--- config.mk ---
export PLATFORM = sky130hd
export DESIGN_NAME = can_multiframe_transfer_reassembly_top
export DESIGN_NICKNAME = d
export VERILOG_FILES = /design/src/hw/rtl/cmtr_pkg.sv /design/src/hw/rtl/cmtr_parse.sv /design/src/hw/rtl/cmtr_lane.sv /design/src/hw/rtl/cmtr_session.sv /design/src/hw/rtl/can_multiframe_transfer_reassembly_top.sv
export VERILOG_INCLUDE_DIRS = /design/src /design/src/hw/rtl
export SDC_FILE = /design/constraint.sdc
export NUM_CORES = 1
export LEC_CHECK = 0
export ABC_AREA = 0
export CAP_MARGIN = 20
export CORE_MARGIN = 2
export CORE_UTILIZATION = 60
export CTS_BUF_LIST = sky130_fd_sc_hd__clkbuf_4
export DETAILED_ROUTE_END_ITERATION = 12
export DONT_BUFFER_PORTS = 1
export MAX_ROUTING_LAYER = met4
export PLACE_DENSITY = 0.89
export SYNTH_ARGS = -nofsm -noshare
export SYNTH_HDL_FRONTEND = slang
export SYNTH_SLANG_ARGS = --single-unit
--- constraint.sdc ---
create_clock -name clk -period 9.28 [get_ports clk]
set_input_delay 2.784 -clock clk [delete_from_list [all_inputs] [get_ports clk]]
set_output_delay 2.784 -clock clk [all_outputs]
set_load 0.005 [all_outputs]
--- src/hw/rtl/assert_macros.svh ---
// assertion macros shared by the reassembly rtl
`ifndef ASSERT_MACROS_SVH
`define ASSERT_MACROS_SVH

// condition holds at every clock edge outside reset
`define CMTR_ASSERT_ALWAYS(label, clk, rst_n, cond) \
	label: assert property (@(posedge clk) disable iff (!rst_n) (cond)) \
		else $error("assertion failed");

// consequent holds in the same cycle as the antecedent
`define CMTR_ASSERT_IMPLY(label, clk, rst_n, ante, cons) \
	label: assert property (@(posedge clk) disable iff (!rst_n) (ante) |-> (cons)) \
		else $error("assertion failed");

// consequent holds in the cycle after the antecedent
`define CMTR_ASSERT_NEXT(label, clk, rst_n, ante, cons) \
	label: assert property (@(posedge clk) disable iff (!rst_n) (ante) |=> (cons)) \
		else $error("assertion failed");

`endif

--- src/hw/rtl/cmtr_pkg.sv ---
// shared types and constants for the can multi-frame reassembly block
package cmtr_pkg;

	localparam int HEAD_BYTES = 6;
	localparam int TID_W = 5;
	localparam int DEF_BUFFER_BYTES = 64;
	localparam logic [31:0] TIMEOUT_RESET = 32'd2000;
	localparam int IN_TDATA_W = 104;
	localparam int OUT_TDATA_W = 56;
	localparam logic [2:0] CRC_BYTES = 3'd2;

	typedef struct packed {
		logic [63:0]      data;
		logic [31:0]      time_ms;
		logic             ok;
		logic [2:0]       count;
		logic             is_start;
		logic             is_end;
		logic             toggle;
		logic [TID_W-1:0] tid;
	} frame_t;

	typedef struct packed {
		logic       we;
		logic [7:0] value;
	} lane_wr_t;

	typedef struct packed {
		logic [TID_W-1:0]        tid;
		logic [HEAD_BYTES*8-1:0] record_data;
	} result_t;

endpackage

--- src/hw/rtl/cmtr_parse.sv ---
// input stage: tail byte decode and frame register
module cmtr_parse (
	input  logic              clk,
	input  logic              arst_n,
	input  logic              in_valid,
	output logic              in_ready,
	input  logic [63:0]       frame_data,
	input  logic [3:0]        frame_length,
	input  logic [31:0]       time_ms,
	input  logic              take,
	output logic              valid_s1,
	output cmtr_pkg::frame_t  frame_s1
);

	logic [2:0]       tail_idx;
	logic [7:0]       tail;
	cmtr_pkg::frame_t frame_d;

	always_comb begin
		tail_idx = frame_length[2:0] - 3'd1;
		tail = frame_data[{tail_idx, 3'b000} +: 8];
		frame_d.data = frame_data;
		frame_d.time_ms = time_ms;
		frame_d.ok = (frame_length != 4'd0) && (frame_length <= 4'd8);
		frame_d.count = tail_idx;
		frame_d.is_start = tail[7];
		frame_d.is_end = tail[6];
		frame_d.toggle = tail[5];
		frame_d.tid = tail[cmtr_pkg::TID_W-1:0];
	end

	assign in_ready = !valid_s1 || take;

	always_ff @(posedge clk or negedge arst_n) begin
		if (!arst_n) begin
			valid_s1 <= 1'b0;
		end else if (in_ready) begin
			valid_s1 <= in_valid;
		end
	end

	always_ff @(posedge clk) begin
		if (in_ready && in_valid) begin
			frame_s1 <= frame_d;
		end
	end

endmodule

--- src/hw/rtl/cmtr_lane.sv ---
// one head byte lane: picks the frame byte that lands on its buffer slot
module cmtr_lane #(
	parameter int LANE = 0,
	parameter int FILL_W = 7
) (
	input  logic [63:0]         data,
	input  logic [FILL_W-1:0]   fill,
	input  logic [2:0]          count,
	input  logic [2:0]          pos,
	output cmtr_pkg::lane_wr_t  wr
);

	localparam logic [FILL_W:0] SLOT = (FILL_W+1)'(LANE);

	logic [FILL_W:0] end_pos;
	logic [FILL_W:0] diff;
	logic [2:0]      sel;

	always_comb begin
		end_pos = {1'b0, fill} + {{(FILL_W-2){1'b0}}, count};
		diff = SLOT - {1'b0, fill};
		sel = pos + diff[2:0];
		wr.we = ({1'b0, fill} <= SLOT) && (end_pos > SLOT);
		wr.value = data[{sel, 3'b000} +: 8];
	end

endmodule

--- src/hw/rtl/cmtr_session.sv ---
// session state, byte lanes and merge of the lane writes into the head store
`include "assert_macros.svh"

module cmtr_session #(
	parameter int BUFFER_BYTES = cmtr_pkg::DEF_BUFFER_BYTES
) (
	input  logic              clk,
	input  logic              arst_n,
	input  logic              cfg_we,
	input  logic [31:0]       cfg_wdata,
	input  logic              valid_s1,
	input  cmtr_pkg::frame_t  frame_s1,
	input  logic              room,
	output logic              take,
	output logic              res_valid,
	output cmtr_pkg::result_t res
);

	localparam int FILL_W = $clog2(BUFFER_BYTES + 1);
	localparam int HB = cmtr_pkg::HEAD_BYTES;
	localparam int TW = cmtr_pkg::TID_W;

	logic              valid_q;
	logic [TW-1:0]     tid_q;
	logic              tog_q;
	logic [FILL_W-1:0] fill_q;
	logic [31:0]       last_q;
	logic [31:0]       timeout_q;
	logic [7:0]        head_q [HB];

	logic              valid_n;
	logic [TW-1:0]     tid_n;
	logic              tog_n;
	logic [FILL_W-1:0] fill_n;
	logic [31:0]       last_n;
	logic [7:0]        head_n [HB];
	logic [7:0]        head_new [HB];

	logic [31:0]       elapsed;
	logic [TW-1:0]     tid_diff;
	logic              restart;
	logic [TW-1:0]     eff_tid;
	logic              eff_tog;
	logic [FILL_W-1:0] eff_fill;
	logic              match;
	logic              short_start;
	logic [2:0]        cnt;
	logic [2:0]        pos;
	logic [FILL_W:0]   total;
	logic              overflow;
	logic              store;

	cmtr_pkg::lane_wr_t lane_wr [HB];

	assign take = valid_s1 && room;

	always_comb begin
		elapsed = frame_s1.time_ms - last_q;
		tid_diff = frame_s1.tid - tid_q;
		restart = !valid_q || (elapsed > timeout_q) ||
			(frame_s1.is_start && (tid_diff > TW'(1)));
		eff_tid = restart ? frame_s1.tid : tid_q;
		eff_tog = restart ? 1'b0 : tog_q;
		eff_fill = restart ? '0 : fill_q;
		match = (frame_s1.tid == eff_tid) && (frame_s1.toggle == eff_tog) &&
			!(restart && !frame_s1.is_start);
		short_start = frame_s1.is_start && (frame_s1.count < cmtr_pkg::CRC_BYTES);
		cnt = frame_s1.is_start ? frame_s1.count - cmtr_pkg::CRC_BYTES : frame_s1.count;
		pos = frame_s1.is_start ? cmtr_pkg::CRC_BYTES : 3'd0;
		total = {1'b0, eff_fill} + {{(FILL_W-2){1'b0}}, cnt};
		overflow = total > (FILL_W+1)'(BUFFER_BYTES);
		store = take && frame_s1.ok && match && !short_start && !overflow;
	end

	for (genvar j = 0; j < HB; j++) begin : g_lane
		cmtr_lane #(
			.LANE   (j),
			.FILL_W (FILL_W)
		) u_lane (
			.data  (frame_s1.data),
			.fill  (eff_fill),
			.count (cnt),
			.pos   (pos),
			.wr    (lane_wr[j])
		);
		assign head_new[j] = lane_wr[j].we ? lane_wr[j].value : head_q[j];
		assign res.record_data[8*j +: 8] = head_new[j];
	end

	assign res.tid = eff_tid;
	assign res_valid = store && frame_s1.is_end && (head_new[0] != 8'd0);

	always_comb begin
		valid_n = valid_q;
		tid_n = tid_q;
		tog_n = tog_q;
		fill_n = fill_q;
		last_n = last_q;
		head_n = head_q;
		if (take && frame_s1.ok) begin
			if (restart) begin
				valid_n = 1'b1;
				tid_n = frame_s1.is_start ? frame_s1.tid : frame_s1.tid + TW'(1);
				tog_n = 1'b0;
				fill_n = '0;
			end
			if (match) begin
				last_n = frame_s1.time_ms;
				tog_n = !eff_tog;
				if (!short_start) begin
					if (overflow) begin
						fill_n = '0;
					end else if (frame_s1.is_end) begin
						fill_n = '0;
						tog_n = 1'b0;
						tid_n = eff_tid + TW'(1);
						for (int k = 0; k < HB; k++) begin
							head_n[k] = 8'd0;
						end
					end else begin
						fill_n = total[FILL_W-1:0];
						head_n = head_new;
					end
				end
			end
		end
	end

	always_ff @(posedge clk or negedge arst_n) begin
		if (!arst_n) begin
			valid_q <= 1'b0;
			tid_q <= '0;
			tog_q <= 1'b0;
			fill_q <= '0;
			last_q <= '0;
			timeout_q <= cmtr_pkg::TIMEOUT_RESET;
			for (int k = 0; k < HB; k++) begin
				head_q[k] <= 8'd0;
			end
		end else begin
			valid_q <= valid_n;
			tid_q <= tid_n;
			tog_q <= tog_n;
			fill_q <= fill_n;
			last_q <= last_n;
			head_q <= head_n;
			if (cfg_we) begin
				timeout_q <= cfg_wdata;
			end
		end
	end

	`CMTR_ASSERT_ALWAYS(a_fill_bound, clk, arst_n, fill_q <= FILL_W'(BUFFER_BYTES))
	`CMTR_ASSERT_NEXT(a_end_clears, clk, arst_n, res_valid, (fill_q == '0) && !tog_q && (head_q[0] == 8'd0))
	`CMTR_ASSERT_IMPLY(a_result_nonzero, clk, arst_n, res_valid, take && (res.record_data[7:0] != 8'd0))

endmodule

--- src/hw/rtl/can_multiframe_transfer_reassembly_top.sv ---
// top level of the can multi-frame transfer reassembly block
// Takes one CAN frame per clock: a beat accepted on s_axis is decoded into a frame register,
// and the session logic checks it from that register, writes its payload through six byte lanes
// into the head store and, on an accepted end frame with a nonzero first byte, pushes one
// record into a two-entry output buffer, from which m_axis reads. The session update sets the
// rate of one frame per cycle; the input stalls only while both output buffer entries are
// waiting. The user must write the session timeout through cfg_we/cfg_wdata only while the
// block is idle; the block itself does not enforce this. The timeout resets to 2000 ms.
`include "assert_macros.svh"

module can_multiframe_transfer_reassembly_top #(
	parameter int BUFFER_BYTES = cmtr_pkg::DEF_BUFFER_BYTES
) (
	input  logic                                clk,
	input  logic                                arst_n,
	input  logic                                cfg_we,
	input  logic [31:0]                         cfg_wdata,
	input  logic                                s_axis_tvalid,
	output logic                                s_axis_tready,
	// frame_data, frame_length, time_ms
	input  logic [cmtr_pkg::IN_TDATA_W-1:0]     s_axis_tdata,
	output logic                                m_axis_tvalid,
	input  logic                                m_axis_tready,
	// record_data, record_transfer_id
	output logic [cmtr_pkg::OUT_TDATA_W-1:0]    m_axis_tdata
);

	logic              valid_s1;
	cmtr_pkg::frame_t  frame_s1;
	logic              take;
	logic              room;
	logic              res_valid;
	cmtr_pkg::result_t res;

	cmtr_pkg::result_t fifo_q [2];
	logic              wr_ptr_q;
	logic              rd_ptr_q;
	logic [1:0]        cnt_q;
	logic              pop;
	cmtr_pkg::result_t head;

	cmtr_parse u_parse (
		.clk          (clk),
		.arst_n       (arst_n),
		.in_valid     (s_axis_tvalid),
		.in_ready     (s_axis_tready),
		.frame_data   (s_axis_tdata[63:0]),
		.frame_length (s_axis_tdata[67:64]),
		.time_ms      (s_axis_tdata[99:68]),
		.take         (take),
		.valid_s1     (valid_s1),
		.frame_s1     (frame_s1)
	);

	cmtr_session #(
		.BUFFER_BYTES (BUFFER_BYTES)
	) u_session (
		.clk       (clk),
		.arst_n    (arst_n),
		.cfg_we    (cfg_we),
		.cfg_wdata (cfg_wdata),
		.valid_s1  (valid_s1),
		.frame_s1  (frame_s1),
		.room      (room),
		.take      (take),
		.res_valid (res_valid),
		.res       (res)
	);

	assign room = (cnt_q != 2'd2);
	assign m_axis_tvalid = (cnt_q != 2'd0);
	assign pop = m_axis_tvalid && m_axis_tready;
	assign head = fifo_q[rd_ptr_q];
	assign m_axis_tdata = {3'b000, head.tid, head.record_data};

	always_ff @(posedge clk or negedge arst_n) begin
		if (!arst_n) begin
			wr_ptr_q <= 1'b0;
			rd_ptr_q <= 1'b0;
			cnt_q <= 2'd0;
		end else begin
			if (res_valid) begin
				wr_ptr_q <= !wr_ptr_q;
			end
			if (pop) begin
				rd_ptr_q <= !rd_ptr_q;
			end
			if (res_valid && !pop) begin
				cnt_q <= cnt_q + 2'd1;
			end else if (pop && !res_valid) begin
				cnt_q <= cnt_q - 2'd1;
			end
		end
	end

	always_ff @(posedge clk) begin
		if (res_valid) begin
			fifo_q[wr_ptr_q] <= res;
		end
	end

	`CMTR_ASSERT_ALWAYS(a_cnt_bound, clk, arst_n, cnt_q <= 2'd2)
	`CMTR_ASSERT_IMPLY(a_no_push_full, clk, arst_n, res_valid, cnt_q != 2'd2)
	`CMTR_ASSERT_IMPLY(a_ptr_one, clk, arst_n, cnt_q == 2'd1, wr_ptr_q != rd_ptr_q)

endmodule
==> results of run 1 <==
[cell usage after synthesis (3+ instances only)]
cell type | count | share of area, %
o221ai_1 | 9 | 0.42
mux2_2 | 107 | 6.4
dfstp_2 | 6 | 0.84
o211ai_1 | 12 | 0.48
ha_1 | 78 | 5.2
dfrtp_1 | 125 | 17
a22o_1 | 40 | 1.9
o31ai_1 | 4 | 0.16
mux2i_1 | 67 | 3.6
nor2b_1 | 10 | 0.33
nor3_1 | 17 | 0.45
mux4_2 | 59 | 7.1
or2_2 | 5 | 0.17
nand2b_1 | 10 | 0.33
buf_4 | 6 | 0.24
inv_1 | 104 | 2.1
a221o_1 | 3 | 0.16
o21a_1 | 4 | 0.16
a31oi_1 | 8 | 0.27
fa_1 | 4 | 0.43
buf_1 | 3 | 0.060
a21o_1 | 14 | 0.56
o21ai_0 | 100 | 2.7
o21ai_1 | 5 | 0.13
and3_1 | 7 | 0.23
nand4_1 | 20 | 0.66
xnor2_1 | 32 | 1.5
xor2_1 | 14 | 0.65
nor2_1 | 68 | 1.4
nor4_1 | 6 | 0.20
nand3_1 | 25 | 0.66
a211oi_1 | 9 | 0.36
edfxtp_1 | 214 | 34
a22oi_1 | 3 | 0.12
o21bai_1 | 7 | 0.28
a21oi_1 | 76 | 2.0
nand2_1 | 129 | 2.6
or3_1 | 4 | 0.13
clkbuf_1 | 41 | 0.82
buf_2 | 13 | 0.35
[area by class of cell]
| class | count | area (sq um) |
|---|---|---|
| Antenna cell | 13 | 32.5 |
| Clock buffer | 129 | 968 |
| Clock inverter | 31 | 236 |
| Fill cell | 2133 | 10200 |
| Inverter | 105 | 394 |
| Multi-Input combinational cell | 1005 | 8450 |
| Sequential cell | 345 | 9710 |
| Tap cell | 396 | 495 |
| Timing Repair Buffer | 30 | 268 |
[worst max-delay path by stage]
stage                                     from            end  cells past startpoint
after CTS                 u_parse.frame_s1[12]       cnt_q[1]                     35
after detailed placement  u_parse.frame_s1[12]  fifo_q[1][26]                     34
after global routing      u_parse.frame_s1[12]  fifo_q[1][46]                     36
final                     u_parse.frame_s1[12]  fifo_q[1][13]                     36
after floorplan           u_parse.frame_s1[12]   fifo_q[0][0]                     34
after global placement    u_parse.frame_s1[12]  fifo_q[1][25]                     35
[kinds of logic after synthesis]
logic type,count (synthesis)
XOR/XNOR,49
adder cells (fa/ha/maj),82
AO/OA/AOI/OAI,320
flip-flops,345
multiplexers,233
AND/OR/NAND/NOR,318
buffers and inverters,173
other,1
[routing by layer]
metal,share of wire (%),up-vias
met5,0,-
met4,3.8,0
met3,11,130
met2,47,731
met1,38,6287
li1,-,5878
[timing repair]
action,in CTS,in global routing
endpoints found under the setup margin,0,119
hold buffers,0,0
setup buffers,0,0
gates resized for setup,0,7
[state kept, by name (all words and copies together), names as in the netlist]
register / cells
u_session.valid_q: 1
fifo_q: 106
u_session.tid_q: 5
u_session.timeout_q: 32
rd_ptr_q: 1
wr_ptr_q: 1
u_session.last_q: 32
u_session.head_q: 48
u_parse.valid_s1: 1
u_session.tog_q: 1
cnt_q: 2
u_parse.frame_s1: 108
u_session.fill_q: 7
[report_power, final]
group | switching, W | internal (W) | leakage, nW
Combinational | 0.00190 | 0.00130 | 3.77
Clock | 0.000639 | 0.000753 | 0.717
Sequential | 0.000179 | 0.00209 | 3.67
Total | 0.00271 | 0.00414 | 8.16
[worst max-delay path, delay by kind of cell, from the launching register on]
family	cells	cell delay, ns
xor+xnor	1	0.10
compound gates	12	2.41
fa+ha+maj	4	1.42
buf+inv	6	1.04
simple gates	13	2.97
flops	1	0.35
[stage by stage]
step,utilization [%],setup WS (ns)
after floorplan,-,-0.698
after global placement,62.6,0.544
after detailed placement,62.6,0.319
after CTS,66.6,0.265
after global routing,66.9,0.0406
final,66.9,0.693
==> run summary, run 1 <==
The final total power was 0.00685 W. Counting every sink on the clock net gives 345. The worst setup path is of the reg2reg kind.

The tools report the maximum level of the CTS H-tree as 3. The top cell types in the final layout, fill and taps aside, are edfxtp_1 (214), nand2_1 (129), clkbuf_4 (129). In this run the static leakage power is 8.16 nW.

Pin placement for this block handled 199 I/O pins. After detailed routing, the average wire length per cell comes to 22.2 microns. The iteration-0 DRC count of the detailed router came out at 1470. For the largest net degree at the start of global routing, the log shows 132. In this run the clock root is driven by a clkbuf_4. STA puts the critical path data required time at 9.72 ns. The number of standard cells in the final layout excluding fillers is 2054.

Relative to the synthesized area, the layout overhead comes to 9.28%. In this run the critical register-to-register path is captured at fifo_q[1][13]. The capture endpoint of the worst hold path is rd_ptr_q. Yosys mapped a number of flops with a built-in enable equal to 214. The worst-case register-to-register setup slack came out at 0.69 ns. The mapped netlist covers 0.0188 sq mm. Once detail routing completed, the nets flagged for antenna violations numbered 0. The number of antenna violations at the first check in global routing was 8. Fraction of the mapped netlist area in adder cells: 5.61%. The most frequent standard cell in the layout excluding fill and tap cells is edfxtp_1. The flow ran to the end, and the final reports show no timing, DRC or antenna violations. For the setup clock skew after layout, the log shows 0.0837 ns. By area, the combinational part of the netlist is dominated by multiplexers. The share of the synthesized netlist area taken by xor and xnor gates is 2.52%, and the total wirelength of the detailed-routed design is 45700 microns.

After detailed placement, the total cell area comes to 0.0193 sq mm. Basic-gate share of the synthesized area counting and, or, nand and nor cells: 8.05%. The cell count after placement is 1880. For the met3 usage in global routing, the log shows 10.4%. In this run the worst path has a maximum fanout of 24. Global routing used 34.0% of the available met1 tracks. The number of global-route vias before repair came out at 12900.

The logs give 61.2% for the initial cell density of the core and 0.931 for the global placement routability congestion. TritonCTS built the clock tree. For the final number of max-transition violations, the log shows 0. The type of the most critical hold path is reg2reg. The clock passes through at most 3 buffers. In the synthesized netlist the async set-or-reset flop fraction comes to 38.0%.

Measured along the x axis, the die boundary spans 181 microns. For the final routed database, the setup TNS stands at 0 ns. Of the synthesized area, sequential elements account for 51.6%. The share of post-route cells with drive strength above 1 came out at 23.3%. The count of final hold-check violations came out at 0. The CTS clock-pin slew for the worst setup and hold paths is 0.07 ns, and the height of the chip is 181 microns. The logs give 86 for the number of buffers added by the clock tree synthesis step and 33.1% for the worst slew slack as a fraction of its limit.

The placeable core region came out at 0.0307 sq mm. The top flip-flop cell by instance count after synthesis was edfxtp_1. The tools report the die area as 0.0328 sq mm. The tools report the number of cell rows as 64.

At the later pin of the worst-skew pair, clock insertion delay measures 0.78 ns. The net count of the finished layout is 1796. The global route total overflow is 0, and the count of cells along the worst hold path is 1. The multiplexer share of the synthesized area works out to 17.0%. Yosys printed 0 warnings.

The most used routing layer in global routing was met2. The largest single stage delay on the critical path is 0.55 ns. The total iterations of the first detailed-routing run is 9, and the post-route standard cell area excluding fillers is 0.0206 sq mm. Setup repair after global routing left no endpoint under its margin. The synthesized area divided by synthesized cell count was 12.4 sq um; the ratio of final minimum period to clock period was 92.5%. The slowest library cell on the worst path is fa_1. The worst setup path is launched from a flip-flop. Global routing used 44.2% of the available met2 tracks.

The post-DP HPWL came out at 32400 microns. The synthesized netlist devotes 11.2% of its cell area to compound gates. Across the run, the number of max-cap violations was 0.

The tools report the number of different library cells in the post-synthesis netlist as 83. Subtracting the final worst setup slack from the clock period gives 8.59 ns. The power per cell area works out to 333 mW/mm^2.

After synthesis the netlist holds a flip-flop and latch count of 345. Static timing analysis puts the maximum clock frequency at 116 MHz. The startpoint identified for the worst hold timing path is rd_ptr_q.

The slew at the pin closest to its max-slew limit was 1.00 ns. STA puts the critical path data arrival time at 9.03 ns. IR analysis of the VDD net gives a maximum drop of 0.000208 V. For this run, design rule violations remaining after detail routing come to 0. The worst reg2reg path depth came out at 36. The launch instance of the worst register-to-register path was u_parse.frame_s1[12].

The first global-routing pass estimated 70400 microns of wire. The worst-case hold slack was 0.472 ns; the total number of vias was 13000. After detailed routing, the number of vias per cell comes to 6.34. Setup violations remaining at the end of the flow were counted as 0.

After technology mapping, the gate count stands at 1521. In this run the tool buffered the top-level ports with 0 buffer cells. The worst setup path is captured at a flip-flop. Global routing used 28.5% of the available tracks.
No activity file was read; power rests on OpenSTA's default activity.
==> inputs of run 2 (changes only) <==
Settings changed: CORE_UTILIZATION 60 to 65, PLACE_DENSITY 0.89 to 0.91, REMOVE_ABC_BUFFERS from default to 1.
Clock period 9.28 ns to 10 ns, I/O delays scaled along.
==> run summary, run 2 (synthesized netlist as in run 1, its figures left out) <==
Slew at the pin closest to its max-slew limit: 0.975 ns (-0.0297 ns). The number of global-route vias before repair came out at 13200 (+2.4%). The total of buffers placed on input and output ports works out to 0 (unchanged). The final critical-path required period was 9.16 ns (+0.577 ns).

The number of vias per cell works out to 6.34 (about the same). Post-cts sizing count: 0 (unchanged). The number of antenna violations at the first check in global routing was 3 (-5). Most prevalent standard cell on the critical path: inv_1.

The run gives 1787 (-0.50%) as the number of nets in the layout. For the total wirelength of the detailed-routed design, the log shows 43800 microns (-4.2%). The CTS clock-pin slew for the worst setup and hold paths works out to 0.08 ns (about the same). The height of the chip works out to 174 microns (-3.8%). The tools report the total iterations of the first detailed-routing run as 6 (-3). The run gives 0 (unchanged) as the post-route DRC violation count.

Number of buffer and inverter stages on the critical path: 7 (+1). The global route total overflow was 0 (unchanged); the post-DP HPWL was 30800 microns (-4.8%). The iteration-0 DRC count of the detailed router is 1386 (-5.7%). The standard cell area after detailed placement came out at 0.0192 sq mm (-0.51%).

The tools report the cell leakage power as 8.08 nW (-0.95%). Counting flops per register, the top entry is u_parse.frame_s1. The number of buffers between clock root and the deepest sink is 3 (unchanged). The critical path is of the reg2reg type. The power per cell area came out at 304 mW/mm^2 (-8.7%). The internal power came out at 0.00376 W (-9.0%). The switching part of the total power was 39.3% (-0.31 points); the combinational fraction of design power was 45.8% (-0.8 points). For the number of I/O pins, the log shows 199 (unchanged). The largest vdd supply drop is 0.000166 V (-20%), and the share of post-route cells with drive strength above 1 is 22.2% (-1.1 points). The logs give 12900 (-1.3%) for the total number of vias and 70300 microns (-0.15%) for the global-route wire length before repair. The delay of the slowest cell on the worst path is 0.69 ns (+0.14 ns). The number of cell rows came out at 62 (-3.1%).

The placeable core region is 0.0286 sq mm (-6.9%). The chip width is 174 microns (-3.8%). For this design, the slowest cell found on the critical path is nor4_1. The worst slew slack as a fraction of its limit was 35.0% (+2.0 points); the number of buffers added by the clock tree synthesis step was 88 (+2.3%).

The tools report the sequential share of power as 34.1% (+1.0 points). The worst setup path is launched from a flip-flop. The highest attainable clock frequency is 109 MHz (-6.3%). The number of flip-flops under the largest register name is 108 (unchanged), and the total routing usage reported by global routing is 30.5% (+2.0 points). For the latest clock arrival within the worst-skew pair, the log shows 0.74 ns (-0.04 ns).

The path class of the tightest hold or removal check is reg2reg. For the TritonCTS sink count, the log shows 345 (unchanged). The tools report the post-route standard cell area excluding fillers as 0.0204 sq mm (-0.85%). The ratio of final minimum period to clock period works out to 91.6% (-0.89 points).

The flow ran to the end, and the final reports show no timing, DRC or antenna violations. The tools report the worst-case register-to-register setup slack as 0.84 ns (+0.14 ns). The tools report the switching power of the nets as 0.00244 W (-10%). The run gives 0 (unchanged) as the final number of max-transition violations. The die area was 0.0303 sq mm (-7.5%). Maximum level of the CTS H-tree: 3 (unchanged). The total negative slack for setup checks was 0 ns (unchanged); the initial cell density of the core was 65.7% (+4.5 points). STA classifies the critical path endpoint as a flip-flop. Broken down by cell family, the worst path's largest delay share belongs to compound AO/OA/AOI/OAI gates. Compared with the post-synthesis result, the final layout area differs by 8.35%.

The part of the total power dissipated in the clock network was 20.1% (-0.2 points). The worst path arrival time was 9.79 ns (+0.76 ns); the per-cell routed wire length was 21.6 microns (-2.9%). Setup repair after global routing left no endpoint under its margin. The worst-path maximum fanout was 20 (-17%). TritonCTS built the clock tree. The run gives 0 (unchanged) as the final setup violation count. The tools report the largest net degree at the start of global routing as 132 (unchanged). Leaving out fill and tap cells, the most frequent cells in the layout are edfxtp_1 (214), nand2_1 (129), dfrtp_1 (124). The setup clock skew after layout was 0.0876 ns (+0.00397 ns). Count of final hold-check violations: 0 (unchanged). The post-CTS setup buffer count was 0 (unchanged). The data required time of the worst path was 10.62 ns (+0.90 ns); the remaining antenna violation count after routing was 0 (unchanged). Clock tree root driver cell: clkbuf_4. The worst-case hold slack is 0.484 ns (+0.0117 ns). The logs give 0 (unchanged) for the count of max-cap constraint violations and 0.934 (+0.34%) for the global placement routability congestion. The most frequent standard cell in the layout excluding fill and tap cells was edfxtp_1. The largest registers in the layout are u_parse.frame_s1 (108), fifo_q (106), u_session.head_q (48). The run gives 0 (unchanged) as the number of buffers added to fix hold violations after cts.
## run 2: cell count changes in the layout (fill, tap and decap cells not counted), moves of 2 or more
cell,previous run,this run
clkinv_4,0,2
clkbuf_4,129,119
inv_6,1,3
buf_4,27,16
diode_2,13,3
clkinv_2,8,12
clkinv_1,17,25
## run 2: path summary, 6_finish.rpt
kind	startpoint	to	cells after the start
worst max register to register	u_parse.frame_s1[12]	cnt_q[1]	37
worst min-delay path	u_parse.frame_s1[35]	u_session.last_q[23]	2
worst min register to register	u_parse.frame_s1[35]	u_session.last_q[23]	2
min in group asynchronous	arst_n	u_session.fill_q[2]	0
max in group asynchronous	arst_n	u_session.timeout_q[6]	0
worst max-delay path	u_parse.frame_s1[12]	cnt_q[1]	37
## run 2: metal layers
layer	vias up	GRT usage, %	share of wire, %
met4	0	13.2	4.2
li1	5843	-	-
met2	639	48.2	49
met5	-	-	0
met1	6237	36.5	37
met3	133	9.19	10
## run 2: cell type report
class | count | area [sq um]
sequential | 345 | 9710
multi-input combinational | 1005 | 8420
fill | 1865 | 8240
clock buffer | 119 | 893
tap | 384 | 480
inverter | 105 | 394
clock inverter | 47 | 307
timing repair buffer | 19 | 175
antenna | 3 | 7.51
## run 2: worst reg2reg max path, delay by kind of cell (launching register included)
kind,cells,cell delay (ns)
DFF,1,0.37
and+or+nand+nor,10,2.48
AOI/OAI and AO/OA,11,2.68
muxes,1,0.41
buffers and inverters,7,1.08
xor gates and xnor gates,3,0.37
adders and majority gates,5,1.67
## run 2: through the flow
step           utilization [%]  setup WS (ns)  std cells  power [W]
6_report                  71.2          0.835       2027    0.00620
5_1_grt                   71.2          0.196       2027    0.00663
4_1_cts                   71.1          0.773       2023    0.00618
3_5_place_dp              67.0          0.833       1857    0.00491
3_3_place_gp              67.0           1.04       1857    0.00476
2_1_floorplan                -          -4.24       1455    0.00422
## run 2: power groups by stage
| stage | clock, W | combinational, W | sequential [W] |
|---|---|---|---|
| global placement | 0 | 0.00265 | 0.00211 |
| finish | 0.00125 | 0.00284 | 0.00211 |
| global route | 0.00136 | 0.00313 | 0.00214 |
| CTS | 0.00127 | 0.00281 | 0.00210 |
| detailed placement | 0 | 0.00278 | 0.00213 |
| floorplan | 0 | 0.00212 | 0.00210 |
==> inputs of run 3 (changes only) <==
Settings changed: CORE_ASPECT_RATIO from default to 1.5.
==> run summary, run 3 (synthesized netlist as in run 1, its figures left out) <==
The run finished with clean final reports. The total iterations of the first detailed-routing run was 6 (unchanged); the total of buffers placed on input and output ports was 0 (unchanged). The total number of vias was 13000 (+1.4%); the worst-case setup slack after placement was 0.758 ns (-0.0744 ns).

For the final number of max-transition violations, the log shows 0 (unchanged). Delay of the slowest cell on the worst path: 0.71 ns (+0.02 ns). The worst-path maximum fanout came out at 18 (-10%). The height of the chip was 212 microns (+22%); the chip width was 143 microns (-18%).

The type of the most critical hold path was reg2reg. The tools report the worst path arrival time as 10.01 ns (+0.22 ns). Number of flip-flops under the largest register name: 108 (unchanged).

The iteration-0 DRC count of the detailed router came out at 1041 (-25%). The per-cell routed wire length came out at 22.4 microns (+3.4%). For the number of nets in the layout, the log shows 1782 (-0.28%).

The initial cell density of the core was 65.7% (about the same); the number of I/O pins was 199 (unchanged). The logs give 345 (unchanged) for the TritonCTS sink count and 31700 microns (+2.8%) for the post-DP HPWL. The number of buffers added by the clock tree synthesis step was 80 (-9.1%). The number of antenna violations at the first check in global routing is 3 (unchanged), and the slew at the pin closest to its max-slew limit is 1.06 ns (+0.0889 ns). The tools report the latest clock arrival within the worst-skew pair as 0.75 ns (about the same). The run gives 0 (unchanged) as the post-route DRC violation count.

The final critical-path required period works out to 9.37 ns (+0.205 ns). On the critical path, the stage with the largest delay is an instance of o21bai_1. The count of cells along the worst hold path is 2 (unchanged). The most frequent standard cell in the layout excluding fill and tap cells is edfxtp_1. The number of cell rows came out at 76 (+23%).

The count of max-cap constraint violations came out at 0 (unchanged). For the number of global-route vias before repair, the log shows 13400 (+1.9%). The largest registers in the layout are u_parse.frame_s1 (108), fifo_q (106), u_session.head_q (48). STA classifies the critical path startpoint as a flip-flop. Global route total overflow: 0 (unchanged). The tools report the remaining antenna violation count after routing as 0 (unchanged).

Power per cell area: 303 mW/mm^2 (-0.37%). The worst reg2reg path depth was 35 (-5.4%). The final setup violation count is 0 (unchanged).

In the layout the commonest cells are edfxtp_1 (214), nand2_1 (129), dfrtp_1 (124). The highest attainable clock frequency is 107 MHz (-2.2%), and the ratio of final minimum period to clock period is 93.7% (+2.0 points). The number of fill cells is 1894 (+1.6%), and the largest vdd supply drop is 0.000166 V (about the same).

The number of vias per cell works out to 6.46 (+1.9%). The post-route standard cell area excluding fillers was 0.0203 sq mm (-0.47%). The tools report the placeable core region as 0.0286 sq mm (about the same). The maximum level of the CTS H-tree came out at 3 (unchanged). For the post-route worst setup slack, the log shows 0.631 ns (-0.205 ns).

The logs give 0.0304 sq mm (about the same) for the die area and 70100 microns (-0.24%) for the global-route wire length before repair. Critical path class: reg2reg. The tools report the standard cell area after detailed placement as 0.0192 sq mm (+0.22%).

From synthesis to final layout, the design area changed by 7.85%. The number of buffers between clock root and the deepest sink was 3 (unchanged); the count of final hold-check violations was 0 (unchanged). The global placement routability congestion came out at 0.960 (+2.8%).

Counting flops per register, the top entry is u_parse.frame_s1. The CTS clock-pin slew for the worst setup and hold paths was 0.08 ns (about the same); the share of post-route cells with drive strength above 1 was 21.7% (-0.51 points). Setup repair after global routing left no endpoint under its margin. The cell leakage power is 8.02 nW (-0.75%), and the data required time of the worst path is 10.64 ns (+0.02 ns). The tools report the worst slew slack as a fraction of its limit as 29.1% (-5.9 points). The root buffer cell chosen for the clock tree is clkbuf_4. The worst setup path is captured at a flip-flop. The run gives 31.3% (+0.83 points) as the total routing usage reported by global routing.

TritonCTS built the clock tree. The logs give 0.0420 ns (-0.0456 ns) for the setup clock skew after layout and 45100 microns (+2.9%) for the total wirelength of the detailed-routed design. The run gives 132 (unchanged) as the largest net degree at the start of global routing.
-- run 3: cell types whose count changed in the layout (fill, tap and decap cells not counted), sizes merged --
cell	delta
buf	+3
inv	-2
clkbuf	-7
clkinv	-11
-- run 3: where the power goes --
group | total (W) | switching (W) | leakage [nW] | internal [W]
clock network | 0.00117 | 0.000565 | 0.627 | 0.000601
registers | 0.00211 | 0.000172 | 3.67 | 0.00194
logic | 0.00287 | 0.00169 | 3.72 | 0.00119
total | 0.00615 | 0.00242 | 8.02 | 0.00372
-- run 3: area by class of cell --
class | count | area (sq um) | area share [%]
Clock inverter | 34 | 219 | 1.08
Clock buffer | 112 | 841 | 4.14
Multi-Input combinational cell | 1005 | 8420 | 41.5
Antenna cell | 3 | 7.51 | 0.0370
Timing Repair Buffer | 22 | 210 | 1.04
Inverter | 105 | 394 | 1.94
Tap cell | 390 | 488 | 2.40
Sequential cell | 345 | 9710 | 47.9
-- run 3: worst max-delay path, delay by kind of cell (launching register included) --
kind | cells | cell delay, ns
AO/OA/AOI/OAI | 13 | 3.23
XOR/XNOR | 2 | 0.30
adder cells (fa/ha/maj) | 4 | 1.27
buffers and inverters | 3 | 0.45
flip-flops | 1 | 0.36
AND/OR/NAND/NOR | 13 | 3.64
-- run 3: metal layers --
layer	vias to the layer above	track usage (%)	share of wire, %
li1	5820	-	-
met2	707	52.2	51
met1	6286	32.1	33
met4	0	20.2	7.1
met5	-	-	0
met3	217	8.92	8.8
-- run 3: repair_timing --
item,CTS,global route
setup endpoints to repair,0,1
setup buffers,0,0
gates resized for setup,0,1
hold buffers,0,0
-- run 3: worst paths after layout --
check,start,to,slack (ns)
min in group asynchronous,arst_n,u_session.head_q[29],1.96
setup reg to reg,u_parse.frame_s1[12],u_session.head_q[22],0.63
setup / recovery,u_parse.frame_s1[12],u_session.head_q[22],0.63
max in group asynchronous,arst_n,u_session.timeout_q[6],7.72
hold / removal,u_parse.frame_s1[24],u_session.last_q[12],0.48
hold reg to reg,u_parse.frame_s1[24],u_session.last_q[12],0.48
-- run 3: metrics by stage --
step | cells | TNS, ns | hold slack, ns | power, W | utilization [%]
6_report | 2016 | 0 | 0.480 | 0.00615 | 70.9
5_1_grt | 2016 | 0 | 0.527 | 0.00654 | 70.9
4_1_cts | 2012 | 0 | 0.487 | 0.00613 | 70.8
3_5_place_dp | 1866 | 0 | 0.477 | 0.00494 | 67.1
3_3_place_gp | 1866 | 0 | 0.471 | 0.00479 | 67.1
2_1_floorplan | 1455 | -787.66 | 0.454 | 0.00422 | -
